--- config.mk ---
export PLATFORM = sky130hd
export DESIGN_NAME = comment_stripper_with_literals_top
export DESIGN_NICKNAME = d
export VERILOG_FILES = /design/src/rtl/cswl_pkg.sv /design/src/rtl/cswl_front.sv /design/src/rtl/cswl_back.sv /design/src/rtl/comment_stripper_with_literals_top.sv
export SDC_FILE = /design/constraint.sdc
export NUM_CORES = 1
export LEC_CHECK = 0
export BUFFER_PORTS_ARGS = -buffer_cell sky130_fd_sc_hd__buf_2
export CAP_MARGIN = 20
export CORE_MARGIN = 2
export CORE_UTILIZATION = 55
export CTS_CLUSTER_SIZE = 30
export DETAILED_ROUTE_END_ITERATION = 8
export GPL_TIMING_DRIVEN = 0
export PLACE_DENSITY = 0.7
export SLEW_MARGIN = 10
export SYNTH_ARGS = -nofsm -noshare
export SYNTH_HDL_FRONTEND = slang
export SYNTH_HIERARCHICAL = 1
export SYNTH_SLANG_ARGS = --single-unit
export TNS_END_PERCENT = 50
--- constraint.sdc ---
create_clock -name i_clk -period 10.9 [get_ports i_clk]
set_input_delay 0 -clock i_clk [delete_from_list [all_inputs] [get_ports i_clk]]
set_output_delay 0 -clock i_clk [all_outputs]
set_load 0.01 [all_outputs]
--- src/rtl/cswl_pkg.sv ---
// ----------------------------------------------------------------------------
// cswl_pkg
// shared types, byte codes and the byte classifier of the comment stripper
// ----------------------------------------------------------------------------
package cswl_pkg;

    localparam int MAX_DELIM_DEF  = 17;
    localparam int HOLD_DEPTH_DEF = 24;
    localparam int FIFO_DEPTH     = 4;

    localparam logic [7:0] CH_SLASH  = 8'h2f;
    localparam logic [7:0] CH_STAR   = 8'h2a;
    localparam logic [7:0] CH_DQUOTE = 8'h22;
    localparam logic [7:0] CH_SQUOTE = 8'h27;
    localparam logic [7:0] CH_R      = 8'h52;
    localparam logic [7:0] CH_LPAREN = 8'h28;
    localparam logic [7:0] CH_RPAREN = 8'h29;
    localparam logic [7:0] CH_BSLASH = 8'h5c;
    localparam logic [7:0] CH_NL     = 8'h0a;
    localparam logic [7:0] CH_SPACE  = 8'h20;
    localparam logic [7:0] CH_TAB    = 8'h09;
    localparam logic [7:0] CH_VT     = 8'h0b;
    localparam logic [7:0] CH_FF     = 8'h0c;
    localparam logic [7:0] CH_CR     = 8'h0d;

    typedef enum logic [3:0] {
        CL_OTHER,
        CL_SLASH,
        CL_STAR,
        CL_DQUOTE,
        CL_SQUOTE,
        CL_R,
        CL_LPAREN,
        CL_RPAREN,
        CL_BSLASH,
        CL_NEWLINE,
        CL_SPACE
    } t_cls;

    typedef enum logic [2:0] {
        M_NORMAL,
        M_SLASH,
        M_OPEN,
        M_BLOCK,
        M_LINE,
        M_STR,
        M_CHR,
        M_RAW
    } t_mode;

    typedef enum logic [2:0] {
        PH_SCAN,
        PH_HOLD,
        PH_CLOSE,
        PH_QUOTE,
        PH_FIN
    } t_phase;

    typedef struct packed {
        logic [7:0] data;
        logic       last;
        t_cls       cls;
    } t_word;

    function automatic t_cls classify(input logic [7:0] b);
        t_cls c;
        case (b)
            CH_SLASH:  c = CL_SLASH;
            CH_STAR:   c = CL_STAR;
            CH_DQUOTE: c = CL_DQUOTE;
            CH_SQUOTE: c = CL_SQUOTE;
            CH_R:      c = CL_R;
            CH_LPAREN: c = CL_LPAREN;
            CH_RPAREN: c = CL_RPAREN;
            CH_BSLASH: c = CL_BSLASH;
            CH_NL:     c = CL_NEWLINE;
            CH_SPACE:  c = CL_SPACE;
            CH_TAB:    c = CL_SPACE;
            CH_VT:     c = CL_SPACE;
            CH_FF:     c = CL_SPACE;
            CH_CR:     c = CL_SPACE;
            default:   c = CL_OTHER;
        endcase
        return c;
    endfunction

endpackage

--- src/rtl/cswl_front.sv ---
// ----------------------------------------------------------------------------
// cswl_front
// input side: takes words, classifies each byte and queues it for the scanner
// ----------------------------------------------------------------------------
module cswl_front (
    input  logic            i_clk,
    input  logic            i_rst_n,
    input  logic            i_in_valid,
    output logic            o_in_stall,
    input  logic [7:0]      i_in_byte,
    input  logic            i_in_last,
    output logic            o_head_valid,
    output cswl_pkg::t_word o_head,
    input  logic            i_pop
);

    localparam int FAW = $clog2(cswl_pkg::FIFO_DEPTH);
    localparam int FCW = $clog2(cswl_pkg::FIFO_DEPTH + 1);

    cswl_pkg::t_word r_mem [cswl_pkg::FIFO_DEPTH];
    logic [FAW-1:0]  r_wp, n_wp;
    logic [FAW-1:0]  r_rp, n_rp;
    logic [FCW-1:0]  r_cnt, n_cnt;
    logic            push;
    logic            pop;
    cswl_pkg::t_word wr_word;

    assign o_in_stall   = (r_cnt == FCW'(cswl_pkg::FIFO_DEPTH));
    assign o_head_valid = (r_cnt != '0);
    assign o_head       = r_mem[r_rp];

    always_comb begin
        push         = i_in_valid && !o_in_stall;
        pop          = i_pop && o_head_valid;
        wr_word.data = i_in_byte;
        wr_word.last = i_in_last;
        wr_word.cls  = cswl_pkg::classify(i_in_byte);
        n_wp         = push ? FAW'(r_wp + 1'b1) : r_wp;
        n_rp         = pop ? FAW'(r_rp + 1'b1) : r_rp;
        n_cnt        = r_cnt;
        if (push && !pop) begin
            n_cnt = FCW'(r_cnt + 1'b1);
        end else if (pop && !push) begin
            n_cnt = FCW'(r_cnt - 1'b1);
        end
    end

    always_ff @(posedge i_clk) begin
        if (!i_rst_n) begin
            r_wp  <= '0;
            r_rp  <= '0;
            r_cnt <= '0;
        end else begin
            r_wp  <= n_wp;
            r_rp  <= n_rp;
            r_cnt <= n_cnt;
        end
    end

    always_ff @(posedge i_clk) begin
        if (push) begin
            r_mem[r_wp] <= wr_word;
        end
    end

endmodule

--- src/rtl/cswl_back.sv ---
// ----------------------------------------------------------------------------
// cswl_back
// scanner: runs the comment and literal rules one word at a time, keeps the
// raw opening window for replay and drives the output word register
// ----------------------------------------------------------------------------
module cswl_back #(
    parameter int MAX_DELIM  = cswl_pkg::MAX_DELIM_DEF,
    parameter int HOLD_DEPTH = cswl_pkg::HOLD_DEPTH_DEF
) (
    input  logic            i_clk,
    input  logic            i_rst_n,
    input  logic            i_head_valid,
    input  cswl_pkg::t_word i_head,
    output logic            o_pop,
    output logic            o_out_valid,
    input  logic            i_out_stall,
    output logic [7:0]      o_out_byte,
    output logic            o_run_last
);

    localparam int DELIM_LIMIT = (MAX_DELIM < HOLD_DEPTH - 4) ? MAX_DELIM : HOLD_DEPTH - 4;
    localparam int RB_AW       = $clog2(HOLD_DEPTH);
    localparam int RB_DEPTH    = 1 << RB_AW;
    localparam int DIW         = (MAX_DELIM > 1) ? $clog2(MAX_DELIM) : 1;
    localparam int CW          = $clog2(MAX_DELIM + 2);

    typedef struct packed {
        logic [7:0]     data;
        cswl_pkg::t_cls cls;
    } t_rbent;

    t_rbent      r_rb [RB_DEPTH];
    logic [7:0]  r_delim [MAX_DELIM];

    cswl_pkg::t_mode  r_mode, n_mode;
    cswl_pkg::t_phase r_phase, n_phase;
    logic             r_esc, n_esc;
    logic [CW-1:0]    r_dl, n_dl;
    logic [CW-1:0]    r_cm, n_cm;
    logic [CW-1:0]    r_idx, n_idx;
    logic [CW-1:0]    r_cnt, n_cnt;
    logic [RB_AW-1:0] r_hc, n_hc;
    logic [RB_AW-1:0] r_hi, n_hi;
    logic [RB_AW-1:0] r_s, n_s;
    logic [RB_AW-1:0] r_rp, n_rp;
    logic [RB_AW-1:0] r_n, n_n;
    logic [RB_AW-1:0] r_rtpos, n_rtpos;
    t_rbent           r_rt, n_rt;
    logic             r_retry, n_retry;
    logic             r_close, n_close;
    logic             r_after, n_after;
    logic             r_busy, n_busy;
    logic             r_lastf, n_lastf;
    logic             r_pv, n_pv;
    logic [7:0]       r_pb, n_pb;
    logic             r_ov, n_ov;
    logic [7:0]       r_ob, n_ob;
    logic             r_ol, n_ol;

    logic             go;
    logic             out_free;
    logic             em;
    logic [7:0]       em_b;
    logic             fin_push;
    logic             have;
    t_rbent           ent;
    logic [RB_AW-1:0] cur_pos;
    logic [RB_AW-1:0] rb_addr;
    t_rbent           rb_rd;
    logic [CW-1:0]    k;
    logic [CW-1:0]    dl_addr;
    logic [7:0]       dl_rd;
    logic             we_rb;
    t_rbent           rb_wdata;
    logic             we_dl;

    assign out_free    = !r_ov || !i_out_stall;
    assign go          = !r_pv || out_free;
    assign k           = CW'(r_cm - 1'b1);
    assign rb_addr     = (r_phase == cswl_pkg::PH_HOLD) ? RB_AW'(r_s + r_hi) : r_rp;
    assign rb_rd       = r_rb[rb_addr];
    assign dl_addr     = (r_phase == cswl_pkg::PH_CLOSE) ? CW'(r_idx - 1'b1) : k;
    assign dl_rd       = r_delim[dl_addr[DIW-1:0]];
    assign o_out_valid = r_ov;
    assign o_out_byte  = r_ob;
    assign o_run_last  = r_ol;

    always_comb begin
        n_mode   = r_mode;
        n_phase  = r_phase;
        n_esc    = r_esc;
        n_dl     = r_dl;
        n_cm     = r_cm;
        n_idx    = r_idx;
        n_cnt    = r_cnt;
        n_hc     = r_hc;
        n_hi     = r_hi;
        n_s      = r_s;
        n_rp     = r_rp;
        n_n      = r_n;
        n_rtpos  = r_rtpos;
        n_rt     = r_rt;
        n_retry  = r_retry;
        n_close  = r_close;
        n_after  = r_after;
        n_busy   = r_busy;
        n_lastf  = r_lastf;
        em       = 1'b0;
        em_b     = '0;
        fin_push = 1'b0;
        have     = 1'b0;
        ent      = r_rt;
        cur_pos  = r_rp;
        o_pop    = 1'b0;
        we_rb    = 1'b0;
        rb_wdata = '{data: i_head.data, cls: i_head.cls};
        we_dl    = 1'b0;

        if (go) begin
            case (r_phase)
                cswl_pkg::PH_SCAN: begin
                    if (r_retry) begin
                        have    = 1'b1;
                        ent     = r_rt;
                        cur_pos = r_rtpos;
                        n_retry = 1'b0;
                    end else if (r_rp != r_n) begin
                        have    = 1'b1;
                        ent     = rb_rd;
                        cur_pos = r_rp;
                        n_rp    = RB_AW'(r_rp + 1'b1);
                    end else if (!r_busy) begin
                        if (i_head_valid) begin
                            have    = 1'b1;
                            o_pop   = 1'b1;
                            ent     = rb_wdata;
                            cur_pos = r_rp;
                            n_busy  = 1'b1;
                            n_lastf = i_head.last;
                            we_rb   = 1'b1;
                            n_n     = RB_AW'(r_n + 1'b1);
                            n_rp    = RB_AW'(r_rp + 1'b1);
                        end
                    end else begin
                        // end of the step: flush at the end of the text
                        if (r_lastf && r_mode == cswl_pkg::M_OPEN) begin
                            em     = 1'b1;
                            em_b   = cswl_pkg::CH_R;
                            n_rp   = RB_AW'(r_s + 1'b1);
                            n_mode = cswl_pkg::M_NORMAL;
                            n_hc   = '0;
                        end else if (r_lastf && r_mode == cswl_pkg::M_SLASH) begin
                            em      = 1'b1;
                            em_b    = cswl_pkg::CH_SLASH;
                            n_phase = cswl_pkg::PH_FIN;
                        end else if (r_lastf && r_mode == cswl_pkg::M_RAW && r_cm != '0) begin
                            n_phase = cswl_pkg::PH_CLOSE;
                            n_idx   = '0;
                            n_cnt   = k;
                            n_close = 1'b0;
                            n_after = 1'b1;
                        end else begin
                            n_phase = cswl_pkg::PH_FIN;
                        end
                    end

                    if (have) begin
                        case (r_mode)
                            cswl_pkg::M_NORMAL: begin
                                if (ent.cls == cswl_pkg::CL_R) begin
                                    n_s    = cur_pos;
                                    n_hc   = RB_AW'(1);
                                    n_dl   = '0;
                                    n_mode = cswl_pkg::M_OPEN;
                                end else if (ent.cls == cswl_pkg::CL_SLASH) begin
                                    n_mode = cswl_pkg::M_SLASH;
                                end else begin
                                    em   = 1'b1;
                                    em_b = ent.data;
                                    if (ent.cls == cswl_pkg::CL_DQUOTE) begin
                                        n_mode = cswl_pkg::M_STR;
                                        n_esc  = 1'b0;
                                    end else if (ent.cls == cswl_pkg::CL_SQUOTE) begin
                                        n_mode = cswl_pkg::M_CHR;
                                        n_esc  = 1'b0;
                                    end
                                end
                            end
                            cswl_pkg::M_SLASH: begin
                                if (ent.cls == cswl_pkg::CL_STAR) begin
                                    n_mode = cswl_pkg::M_BLOCK;
                                    n_esc  = 1'b0;
                                end else if (ent.cls == cswl_pkg::CL_SLASH) begin
                                    n_mode = cswl_pkg::M_LINE;
                                end else begin
                                    em      = 1'b1;
                                    em_b    = cswl_pkg::CH_SLASH;
                                    n_mode  = cswl_pkg::M_NORMAL;
                                    n_retry = 1'b1;
                                    n_rt    = ent;
                                    n_rtpos = cur_pos;
                                end
                            end
                            cswl_pkg::M_OPEN: begin
                                if (r_hc < RB_AW'(2)) begin
                                    if (ent.cls == cswl_pkg::CL_DQUOTE) begin
                                        n_hc = RB_AW'(2);
                                    end else begin
                                        em     = 1'b1;
                                        em_b   = cswl_pkg::CH_R;
                                        n_rp   = RB_AW'(r_s + 1'b1);
                                        n_mode = cswl_pkg::M_NORMAL;
                                        n_hc   = '0;
                                    end
                                end else if (ent.cls == cswl_pkg::CL_LPAREN) begin
                                    n_phase = cswl_pkg::PH_HOLD;
                                    n_hi    = '0;
                                end else if (ent.cls == cswl_pkg::CL_RPAREN
                                        || ent.cls == cswl_pkg::CL_BSLASH
                                        || ent.cls == cswl_pkg::CL_SPACE
                                        || ent.cls == cswl_pkg::CL_NEWLINE
                                        || r_dl >= CW'(DELIM_LIMIT)) begin
                                    em     = 1'b1;
                                    em_b   = cswl_pkg::CH_R;
                                    n_rp   = RB_AW'(r_s + 1'b1);
                                    n_mode = cswl_pkg::M_NORMAL;
                                    n_hc   = '0;
                                end else begin
                                    we_dl = 1'b1;
                                    n_dl  = CW'(r_dl + 1'b1);
                                    n_hc  = RB_AW'(r_hc + 1'b1);
                                end
                            end
                            cswl_pkg::M_BLOCK: begin
                                if (r_esc && ent.cls == cswl_pkg::CL_SLASH) begin
                                    n_mode = cswl_pkg::M_NORMAL;
                                    n_esc  = 1'b0;
                                end else begin
                                    n_esc = (ent.cls == cswl_pkg::CL_STAR);
                                end
                            end
                            cswl_pkg::M_LINE: begin
                                if (ent.cls == cswl_pkg::CL_NEWLINE) begin
                                    em     = 1'b1;
                                    em_b   = ent.data;
                                    n_mode = cswl_pkg::M_NORMAL;
                                end
                            end
                            cswl_pkg::M_STR, cswl_pkg::M_CHR: begin
                                em   = 1'b1;
                                em_b = ent.data;
                                if (r_esc) begin
                                    n_esc = 1'b0;
                                end else if (ent.cls == cswl_pkg::CL_BSLASH) begin
                                    n_esc = 1'b1;
                                end else if ((r_mode == cswl_pkg::M_STR
                                              && ent.cls == cswl_pkg::CL_DQUOTE)
                                          || (r_mode == cswl_pkg::M_CHR
                                              && ent.cls == cswl_pkg::CL_SQUOTE)) begin
                                    n_mode = cswl_pkg::M_NORMAL;
                                end
                            end
                            default: begin
                                if (r_cm == '0) begin
                                    if (ent.cls == cswl_pkg::CL_RPAREN) begin
                                        n_cm = CW'(1);
                                    end else begin
                                        em   = 1'b1;
                                        em_b = ent.data;
                                    end
                                end else if (k < r_dl && ent.data == dl_rd) begin
                                    n_cm = CW'(r_cm + 1'b1);
                                end else if (k == r_dl && ent.cls == cswl_pkg::CL_DQUOTE) begin
                                    n_cm    = '0;
                                    n_phase = cswl_pkg::PH_CLOSE;
                                    n_idx   = '0;
                                    n_cnt   = k;
                                    n_close = 1'b1;
                                    n_after = 1'b0;
                                end else begin
                                    n_cm    = '0;
                                    n_phase = cswl_pkg::PH_CLOSE;
                                    n_idx   = '0;
                                    n_cnt   = k;
                                    n_close = 1'b0;
                                    n_after = 1'b0;
                                    n_rt    = ent;
                                    n_rtpos = cur_pos;
                                end
                            end
                        endcase
                    end
                end
                cswl_pkg::PH_HOLD: begin
                    em = 1'b1;
                    if (r_hi < r_hc) begin
                        em_b = rb_rd.data;
                        n_hi = RB_AW'(r_hi + 1'b1);
                    end else begin
                        em_b    = cswl_pkg::CH_LPAREN;
                        n_mode  = cswl_pkg::M_RAW;
                        n_hc    = '0;
                        n_cm    = '0;
                        n_phase = cswl_pkg::PH_SCAN;
                    end
                end
                cswl_pkg::PH_CLOSE: begin
                    em   = 1'b1;
                    em_b = (r_idx == '0) ? cswl_pkg::CH_RPAREN : dl_rd;
                    if (r_idx == r_cnt) begin
                        if (r_close) begin
                            n_phase = cswl_pkg::PH_QUOTE;
                        end else if (r_after) begin
                            n_phase = cswl_pkg::PH_FIN;
                        end else begin
                            n_retry = 1'b1;
                            n_phase = cswl_pkg::PH_SCAN;
                        end
                    end else begin
                        n_idx = CW'(r_idx + 1'b1);
                    end
                end
                cswl_pkg::PH_QUOTE: begin
                    em      = 1'b1;
                    em_b    = cswl_pkg::CH_DQUOTE;
                    n_mode  = cswl_pkg::M_NORMAL;
                    n_phase = cswl_pkg::PH_SCAN;
                end
                cswl_pkg::PH_FIN: begin
                    fin_push = r_pv;
                    n_busy   = 1'b0;
                    n_phase  = cswl_pkg::PH_SCAN;
                    if (r_lastf) begin
                        n_mode  = cswl_pkg::M_NORMAL;
                        n_esc   = 1'b0;
                        n_dl    = '0;
                        n_cm    = '0;
                        n_hc    = '0;
                        n_lastf = 1'b0;
                    end
                end
                default: begin
                    n_phase = cswl_pkg::PH_SCAN;
                end
            endcase
        end

        // pending word goes out once the next one shows up or the step ends
        n_pv = r_pv;
        n_pb = r_pb;
        n_ov = out_free ? 1'b0 : r_ov;
        n_ob = r_ob;
        n_ol = r_ol;
        if (em) begin
            if (r_pv) begin
                n_ov = 1'b1;
                n_ob = r_pb;
                n_ol = 1'b0;
            end
            n_pv = 1'b1;
            n_pb = em_b;
        end else if (fin_push) begin
            n_ov = 1'b1;
            n_ob = r_pb;
            n_ol = 1'b1;
            n_pv = 1'b0;
        end
    end

    always_ff @(posedge i_clk) begin
        if (!i_rst_n) begin
            r_mode  <= cswl_pkg::M_NORMAL;
            r_phase <= cswl_pkg::PH_SCAN;
            r_esc   <= 1'b0;
            r_dl    <= '0;
            r_cm    <= '0;
            r_hc    <= '0;
            r_hi    <= '0;
            r_s     <= '0;
            r_rp    <= '0;
            r_n     <= '0;
            r_retry <= 1'b0;
            r_close <= 1'b0;
            r_after <= 1'b0;
            r_busy  <= 1'b0;
            r_lastf <= 1'b0;
            r_pv    <= 1'b0;
            r_ov    <= 1'b0;
            r_ol    <= 1'b0;
        end else begin
            r_mode  <= n_mode;
            r_phase <= n_phase;
            r_esc   <= n_esc;
            r_dl    <= n_dl;
            r_cm    <= n_cm;
            r_hc    <= n_hc;
            r_hi    <= n_hi;
            r_s     <= n_s;
            r_rp    <= n_rp;
            r_n     <= n_n;
            r_retry <= n_retry;
            r_close <= n_close;
            r_after <= n_after;
            r_busy  <= n_busy;
            r_lastf <= n_lastf;
            r_pv    <= n_pv;
            r_ov    <= n_ov;
            r_ol    <= n_ol;
        end
    end

    always_ff @(posedge i_clk) begin
        r_idx   <= n_idx;
        r_cnt   <= n_cnt;
        r_rt    <= n_rt;
        r_rtpos <= n_rtpos;
        r_pb    <= n_pb;
        r_ob    <= n_ob;
    end

    always_ff @(posedge i_clk) begin
        if (we_rb) begin
            r_rb[r_n] <= rb_wdata;
        end
        if (we_dl) begin
            r_delim[r_dl[DIW-1:0]] <= ent.data;
        end
    end

    a_phase_busy: assert property (@(posedge i_clk) disable iff (!i_rst_n)
        r_phase != cswl_pkg::PH_SCAN |-> r_busy)
        else $error("emit sequence outside a step");

    a_open_window: assert property (@(posedge i_clk) disable iff (!i_rst_n)
        r_mode == cswl_pkg::M_OPEN |-> (r_hc != '0
            && r_hc <= RB_AW'(DELIM_LIMIT + 2)))
        else $error("raw opening window out of range");

    a_close_pos: assert property (@(posedge i_clk) disable iff (!i_rst_n)
        r_cm <= CW'(r_dl + 1'b1))
        else $error("close candidate beyond delimiter");

    a_fin_idle: assert property (@(posedge i_clk) disable iff (!i_rst_n)
        (r_phase == cswl_pkg::PH_FIN && go) |=> !r_busy && !r_pv)
        else $error("step end left work pending");

endmodule

--- src/rtl/comment_stripper_with_literals_top.sv ---
// ----------------------------------------------------------------------------
// comment_stripper_with_literals_top
// strips C++ block and line comments, keeping string, char and raw literals
// ----------------------------------------------------------------------------
// input channel: one source byte per word with i_in_last on the final byte;
// a word is taken when i_in_valid is high and o_in_stall is low.
// output channel: zero or more bytes per input word; o_run_last marks the
// last byte caused by one input word, o_out_valid/i_out_stall handshake.
// a four-word queue decouples input from the scanner, which takes a word,
// scans it, checks for the end of the step and then closes the step
// before it takes the next word.
// emitting a held raw opening, a close candidate or replaying a failed
// raw opening holds the scanner while those bytes are sent or rescanned one at a time.
// a plain byte waits as the pending word until its step closes, then is
// registered out. reset (synchronous, active low) empties the queue and
// returns the scanner to plain text. i_out_stall holds the output word and
// the scanner, and the input queue fills and raises o_in_stall.
// after the word marked last all scanner state returns to plain text.
// ----------------------------------------------------------------------------
module comment_stripper_with_literals_top #(
    parameter int MAX_DELIM  = cswl_pkg::MAX_DELIM_DEF,
    parameter int HOLD_DEPTH = cswl_pkg::HOLD_DEPTH_DEF
) (
    input  logic       i_clk,
    input  logic       i_rst_n,
    input  logic       i_in_valid,
    output logic       o_in_stall,
    input  logic [7:0] i_in_byte,
    input  logic       i_in_last,
    output logic       o_out_valid,
    input  logic       i_out_stall,
    output logic [7:0] o_out_byte,
    output logic       o_run_last
);

    logic            head_valid;
    cswl_pkg::t_word head;
    logic            pop;

    cswl_front u_front (
        .i_clk        (i_clk),
        .i_rst_n      (i_rst_n),
        .i_in_valid   (i_in_valid),
        .o_in_stall   (o_in_stall),
        .i_in_byte    (i_in_byte),
        .i_in_last    (i_in_last),
        .o_head_valid (head_valid),
        .o_head       (head),
        .i_pop        (pop)
    );

    cswl_back #(
        .MAX_DELIM  (MAX_DELIM),
        .HOLD_DEPTH (HOLD_DEPTH)
    ) u_back (
        .i_clk        (i_clk),
        .i_rst_n      (i_rst_n),
        .i_head_valid (head_valid),
        .i_head       (head),
        .o_pop        (pop),
        .o_out_valid  (o_out_valid),
        .i_out_stall  (i_out_stall),
        .o_out_byte   (o_out_byte),
        .o_run_last   (o_run_last)
    );

endmodule
After elaboration in Yosys (flattened, before gate mapping)
Memory sizes are Yosys's and may differ from the RTL's. A register that Yosys moved wholly into a read port is not among the register bits.
Index checks and enable logic that the tools add are counted.
- $add $sub $neg: 15
- $mul: 0
- divide/modulo/power cells: 0
- order comparisons: 4
- equal/unequal tests: 73
- shift operators: 0
- mux-type cells: 262
- bitwise logic cells: 4
- reduce and logical (&&, ||, !) cells: 61
- operators by type and width (operator ; number):
    $mux W5 ; 66
    $mux W8 ; 21
    $mux W12 ; 13
    $mux W3 ; 39
    $mux W1 ; 96
    $pmux W5 S2 ; 6
    $eq A8 B6 Y1 const B ; 7
    $pmux W8 S6 ; 1
    $add A5 B1 Y5 const B ; 8
    $eq A8 B4 Y1 const B ; 5
    $pmux W4 S10 ; 1
    $pmux W8 S4 ; 1
    $pmux W5 S3 ; 2
    $ne A2 B2 Y1 const B ; 14
    $reduce_and A9 Y1 ; 3
    $pmux W12 S2 ; 1
    $eq A3 B3 Y1 const B ; 6
    $ne A3 B3 Y1 const B ; 6
    $pmux W3 S6 ; 1
    $eq A4 B3 Y1 const B ; 4
    $eq A8 B7 Y1 const B ; 2
    $ne A2 B1 Y1 const B ; 8
    $reduce_and A7 Y1 ; 2
    $logic_and A1 B1 Y1 ; 13
    47 further kinds ; 93
- flip-flop bits (word level): 100
- latch bits: 0
- bits in writable memories: 572
- bits in read-only memories: 0
- word-level logic and storage cells: 450
- memories: 3
- memory list (name ; words ; width ; read ports ; clocked after Yosys merged registers in ; write ports ; RTL line ; text):
    u_back.r_rb ; 32 ; 12 ; 1 ; 0 ; 1 ; cswl_back.sv:32 ; t_rbent r_rb [RB_DEPTH];
    u_back.r_delim ; 17 ; 8 ; 1 ; 0 ; 1 ; cswl_back.sv:33 ; logic [7:0] r_delim [MAX_DELIM];
    u_front.r_mem ; 4 ; 13 ; 1 ; 1 ; 1 ; cswl_front.sv:20 ; cswl_pkg::t_word r_mem [cswl_pkg::FIFO_DEPTH];

Logic depth before layout (Yosys ltp)
- depth in word-level cells: 21
- gate-level depth with buffers: 20

Hierarchy
The synthesis kept the hierarchy.
- modules (own cells, without submodules) (module ; instances ; cells each ; area an instance (µm²) ; seq. area each (µm²)):
    cswl_back ; 1 ; 2124 ; 28269.6 ; 17907.2
    cswl_front ; 1 ; 151 ; 2562.5 ; 1741.7

Least setup slack after synthesis
Ideal clock, no wire load.
- path kind: flip-flop to flip-flop
- start point: register u_back.r_s[0]
- end point: register u_back/r_rt[0] (netlist name), enable pin
- library setup time: 409 ps
- arrival time: 5085 ps
- required time: 10491 ps
- slack: 5406 ps
- stages on the path, launching flop included: 21
- path through: dfxtp_1 > ha_1 > inv_1 > fa_1 > and4bb_2 > a21oi_4 > buf_8 > buf_12 > nor2_1 > buf_2 > buf_2 > a32oi_1 > a31oi_1 > nor4_1 > o21ai_0 > xnor2_1 > nand2_1 > and4bb_1 > buf_2 > o31a_1 > a2111oi_2
- longest elaborated chain between the ends: 11
- elaborated cells between the ends (all ways): 18
- classes of those cells: add/sub (1); eq/ne (8); mux (5); reduce/logical (3); memory (1)
- RTL lines (element ; RTL line ; text):
    from (decl) ; cswl_back.sv:44 ; logic [RB_AW-1:0] r_s, n_s;
    from (signal assigned) ; cswl_back.sv:398 ; r_s <= n_s;
    $add A5 B5 Y5 (*) ; cswl_back.sv:80 ; assign rb_addr = (r_phase == cswl_pkg::PH_HOLD) ? RB_AW'(r_s + r_hi) : r_rp;
    $mux W5 (*) ; cswl_back.sv:80 ;
    $mem_v2 Z32 W12 (*) ; -- ;
    $mux W12 (*) ; cswl_back.sv:127 ; end else if (r_rp != r_n) begin
    $mux W12 (*) ; cswl_back.sv:122 ; if (r_retry) begin
    $mux W12 (*) ; cswl_back.sv:120 ; case (r_phase)
    $mux W12 (*) ; cswl_back.sv:119 ; if (go) begin
    $eq A8 B8 Y1 / $eq A4 B2 Y1 (equally long branches) ; cswl_back.sv:271, cswl_back.sv:273 ;
    $logic_and A1 B1 Y1 (on tied branches) ; cswl_back.sv:271, cswl_back.sv:273 ;
    $ne A2 B1 Y1 (no source line) ; -- ;
    $reduce_and A9 Y1 (no source line) (*) ; -- ;
    to (signal assigned) ; cswl_back.sv:415 ; r_rt <= n_rt;
    to (decl) ; cswl_back.sv:48 ; t_rbent r_rt, n_rt;
Mark *: on every way between the ends. The rest lies on a longest branch, timed or not. The select of a mux whose other input is x is not followed.
A chain may end at the register's enable or synchronous reset.

Final worst setup path
- start point: register u_back.r_s[0]
- end point: register u_back/r_rt[8] (netlist name), enable pin
Same word-level chain as after synthesis.

==> results.txt <==
- Result of the run: completed
- Worst setup skew after layout: 0.03283 ns
- Beginning of the critical path: u_back/r_s[0]$_SDFFE_PN0P_
- In this run the post-CTS setup repair buffer count came out at 0.
- The H-tree was split into 3 levels.
- Summed over all layers, the routed wires come to about 89 mm.
- Data required time of the critical path: between 10 and 15 ns
- Top-count cell post-synth: edfxtp_1
* Syn_nets: 2330
* Terminus of the critical flop-to-flop path: u_back/r_rt[8]$_DFFE_PP_
- Count of endpoints failing setup in the final report: 0
* Detailed Place HPWL: 60.40 mm
- Placed insts: between 3000 and 4000
* Synthesis Warnings: 6
* Part of the Yosys area used for sequential elements: between 60 and 70%
- Longest Clk Path Bufs: 3
- Setup repair after global routing left no endpoint under its margin.
- Height of the die: 240.8 um
- Antenna Violating Nets Remaining: 0
- Clock-pin slew was measured on the worst setup and hold paths at 0.06 ns.
- For this run, design rule violations remaining after detail routing come to 0.
- Counting cells, the worst reg-to-reg path comes to 19.
- Highest attainable clock frequency: between 100 and 150 MHz
* Largest net degree at the start of global routing: 35
- Routed len/inst: between 20 and 30 um
- The first global-routing pass estimated between 100 and 150 mm of wire.
- IR analysis of the VDD net gives a maximum drop of ~0.14 mV.
* Number of maximum-capacitance constraint violations: 0
- Fraction of registers with async set/reset: 0%
* Standard cell core area: 55310 sq um
- Arrival time worst endpoint: ~8.0 ns
* Post-synthesis cell type count: about 110
* Capturing element type of the critical path: flip-flop
* Die Area: approximately 58000 sq um
- Post-synthesis average cell area: between 10 and 15 sq um
* Synthesized netlist cell count: 2275
* Total negative slack: 0 ns
- Boundary pin count: 24
- Final antenna diode count: 0
- Sorting the synthesized cells by how often they occur yields edfxtp_1, nand2_1, nor2_1.
- Kind of start point of the critical path: flip-flop
- Final period utilization: approximately 71%
- The setup check on the worst reg-to-reg path leaves a slack of approximately 3.2 ns.
* Die X: 240.8 um
- Total track usage: 30.90%
* Cell accounting for the most synthesized area: edfxtp_1
* Number of enable flip-flop cells after synthesis: around 600
- Clock root buffer: clkbuf_16
* Count of cells resized by post-cts repair: 0
* Type of the worst min-delay path: in -> reg
* Synth Cell Area: slightly above 30000 sq um
- For the finished layout, the period the worst path requires is approximately 7.7 ns.
- The startpoint identified for the worst register-to-register timing path is u_back/r_s[0]$_SDFFE_PN0P_.
- Most used DFF post-synth: edfxtp_1
- Hold repair after CTS inserted 13 buffers.
- Slew Viols, Final: 0
- Relative max-transition margin: 23.15%
- For the pin with the worst max-slew slack, the measured transition is 1.148 ns.
- After the first detailed-routing iteration, the DRC count stood at roughly 2700.
* Layout cells sized above 1: 15.29%
* Grt ovf: 0
- The congestion estimate from routability-driven global placement came to 0.9660.
- Cell Rows: 86
- Worst Path Max Fanout: 10
- Total number of vias: approximately 21000
- Power Density: roughly 280 nW/um^2
- # clock sinks: 674
- Synth Register Bits: between 600 and 700
* Initial antenna violation count: 0
- The count of buffers added on input and output ports is 23.
- Final Non-Filler Cells: 3221
- At the later pin of the worst-skew pair, clock insertion delay measures ~0.62 ns.
* Nets: roughly 2500
- In this run the static leakage power is about 12 nW.
- The most critical setup path has its endpoint at u_back/r_rt[8]$_DFFE_PP_.
* Area grow syn2layout: 12.67%
- The count of final hold-check violations is 0.
* Kind of critical path: reg -> reg
* Cts bufs inserted: 70
- Finished Core Util: a little over three fifths
* Vias per std cell: 6.611
* Starting density of the core: between 50% and 60%
- Clock tree from TritonCTS: yes
- The first TritonRoute pass finished after 6 iterations.
- The top cell type by area accounts for 59.90% of the synthesized area.
- The number of global-route vias before repair was approximately 21000.
* Synth top area cells: edfxtp_1, mux4_2, dfxtp_1
[cells in the final DEF, fill, tap and decap left out, drive strengths merged, types with 9 or more instances in the layout]
| master | synthesis | routed |
|---|---|---|
| a2111oi | 11 | 11 |
| a211oi | 35 | 35 |
| a21o | 10 | 10 |
| a21oi | 79 | 79 |
| a22o | 13 | 13 |
| a22oi | 10 | 10 |
| a31oi | 42 | 42 |
| a32o | 9 | 9 |
| a32oi | 33 | 33 |
| and3 | 12 | 12 |
| buf | 59 | 117 |
| clkbuf | 65 | 155 |
| clkinv | 2 | 32 |
| dfxtp | 59 | 59 |
| dlygate4sd3 | 0 | 13 |
| edfxtp | 615 | 615 |
| ha | 40 | 40 |
| inv | 56 | 58 |
| mux2 | 11 | 11 |
| mux2i | 104 | 104 |
| mux4 | 82 | 82 |
| nand2 | 287 | 287 |
| nand2b | 12 | 12 |
| nand3 | 102 | 102 |
| nand4 | 23 | 23 |
| nor2 | 147 | 147 |
| nor2b | 23 | 23 |
| nor3 | 31 | 31 |
| nor4 | 17 | 17 |
| o21ai | 81 | 81 |
| o22ai | 11 | 11 |
| o31ai | 10 | 10 |
| or3 | 14 | 14 |
| xnor2 | 24 | 24 |
| xor2 | 27 | 27 |
[where the power goes]
| part | total [mW] | switching [mW] | leakage, nW | internal, mW |
|---|---|---|---|---|
| Sequential | 3.56 | 0.0851 | 6.05 | 3.47 |
| Clock | 2.31 | 0.998 | 1.07 | 1.31 |
| Combinational | 3.79 | 2.62 | 4.52 | 1.16 |
| Total | 9.66 | 3.71 | 11.6 | 5.95 |
[cell families after synthesis]
logic type	Yosys count	synth area share, %
adders and majority gates	42	1.753
AOI/OAI and AO/OA	417	9.695
muxes	197	9.804
xor gates and xnor gates	51	1.473
and+or+nand+nor	712	10.90
DFF	674	63.73
buffers and inverters	182	2.646
[per-stage QoR]
| stage | hold slack (ns) | total power [mW] | setup WS (ns) | instance area (sq um) |
|---|---|---|---|---|
| 2_1_floorplan | 0.09887 | 5.907 | 5.406 | 30830 |
| 3_3_place_gp | 0.2127 | 7.115 | 2.248 | 31880 |
| 5_1_grt | 0.1410 | 10.03 | 3.117 | 34740 |
| 3_5_place_dp | 0.2240 | 7.277 | 3.448 | 32350 |
| 6_report | 0.1533 | 9.657 | 3.183 | 34740 |
| 4_1_cts | 0.1213 | 9.587 | 3.407 | 34690 |
[how the worst min path moves through the flow]
stage	start	endpoint	depth (start not counted)
floorplan	i_in_byte[5]	u_front/r_mem[0][10]$_DFFE_PP_	0
global placement	i_in_last	u_front/r_mem[2][4]$_DFFE_PP_	1
detailed placement	i_in_last	u_front/r_mem[2][4]$_DFFE_PP_	1
CTS	i_in_byte[1]	u_front/r_mem[0][6]$_DFFE_PP_	2
global route	i_in_last	u_front/r_mem[2][4]$_DFFE_PP_	2
finish	i_in_last	u_front/r_mem[3][4]$_DFFE_PP_	2
[routing by layer]
metal | vias up | track usage (%) | share of wire (%)
met5 | - | 0 | 0
met3 | 231 | 5.593 | 9.4
met4 | 0 | 12.89 | 4.1
met1 | 10692 | 41.39 | 39
met2 | 1246 | 50.21 | 47
li1 | 9124 | - | -
[sequential cells by signal (all words and copies together), names as in the netlist, 3 cells and up, named ones only]
signal             cells
u_back/o_out_byte      8
u_back/r_delim       136
u_back/r_dl            5
u_back/r_cm            5
u_back/r_hc            5
u_back/r_rp            5
u_front/r_cnt          3
u_back/r_mode          3
u_back/r_pb            8
u_back/r_n             5
u_back/r_rt           12
u_back/r_cnt           5
u_back/r_hi            5
u_back/r_rtpos         5
u_back/r_s             5
u_back/r_rb          384
u_back/r_phase         3
u_back/r_idx           5
u_front/r_mem         52
[worst max-delay path: stages, from the launching register on]
cell	delay, ns
dfxtp_1	0.49
ha_1	0.26
inv_1	0.06
fa_1	0.45
xnor2_2	0.33
mux2i_2	0.92
nor2_1	0.20
buf_2	0.30
buf_2	0.27
a32oi_1	0.27
a31oi_1	0.22
nor4_1	0.93
o21ai_0	0.49
xnor2_1	0.26
nand4_1	0.11
and4bb_1	0.19
buf_2	0.18
o31a_1	0.33
a2111oi_4	0.86
buf_6	0.26
[cell type report]
type | count | area (sq um)
Multi-Input combinational cell | 1419 | 10470
Clock inverter | 37 | 310.3
Tap cell | 748 | 935.9
Buffer | 124 | 595.6
Inverter | 58 | 220.2
Clock buffer | 89 | 1897
Timing Repair Buffer | 72 | 659.4
Fill cell | 4100 | 20570
Sequential cell | 674 | 19650
(Power assumes the default switching activity.)
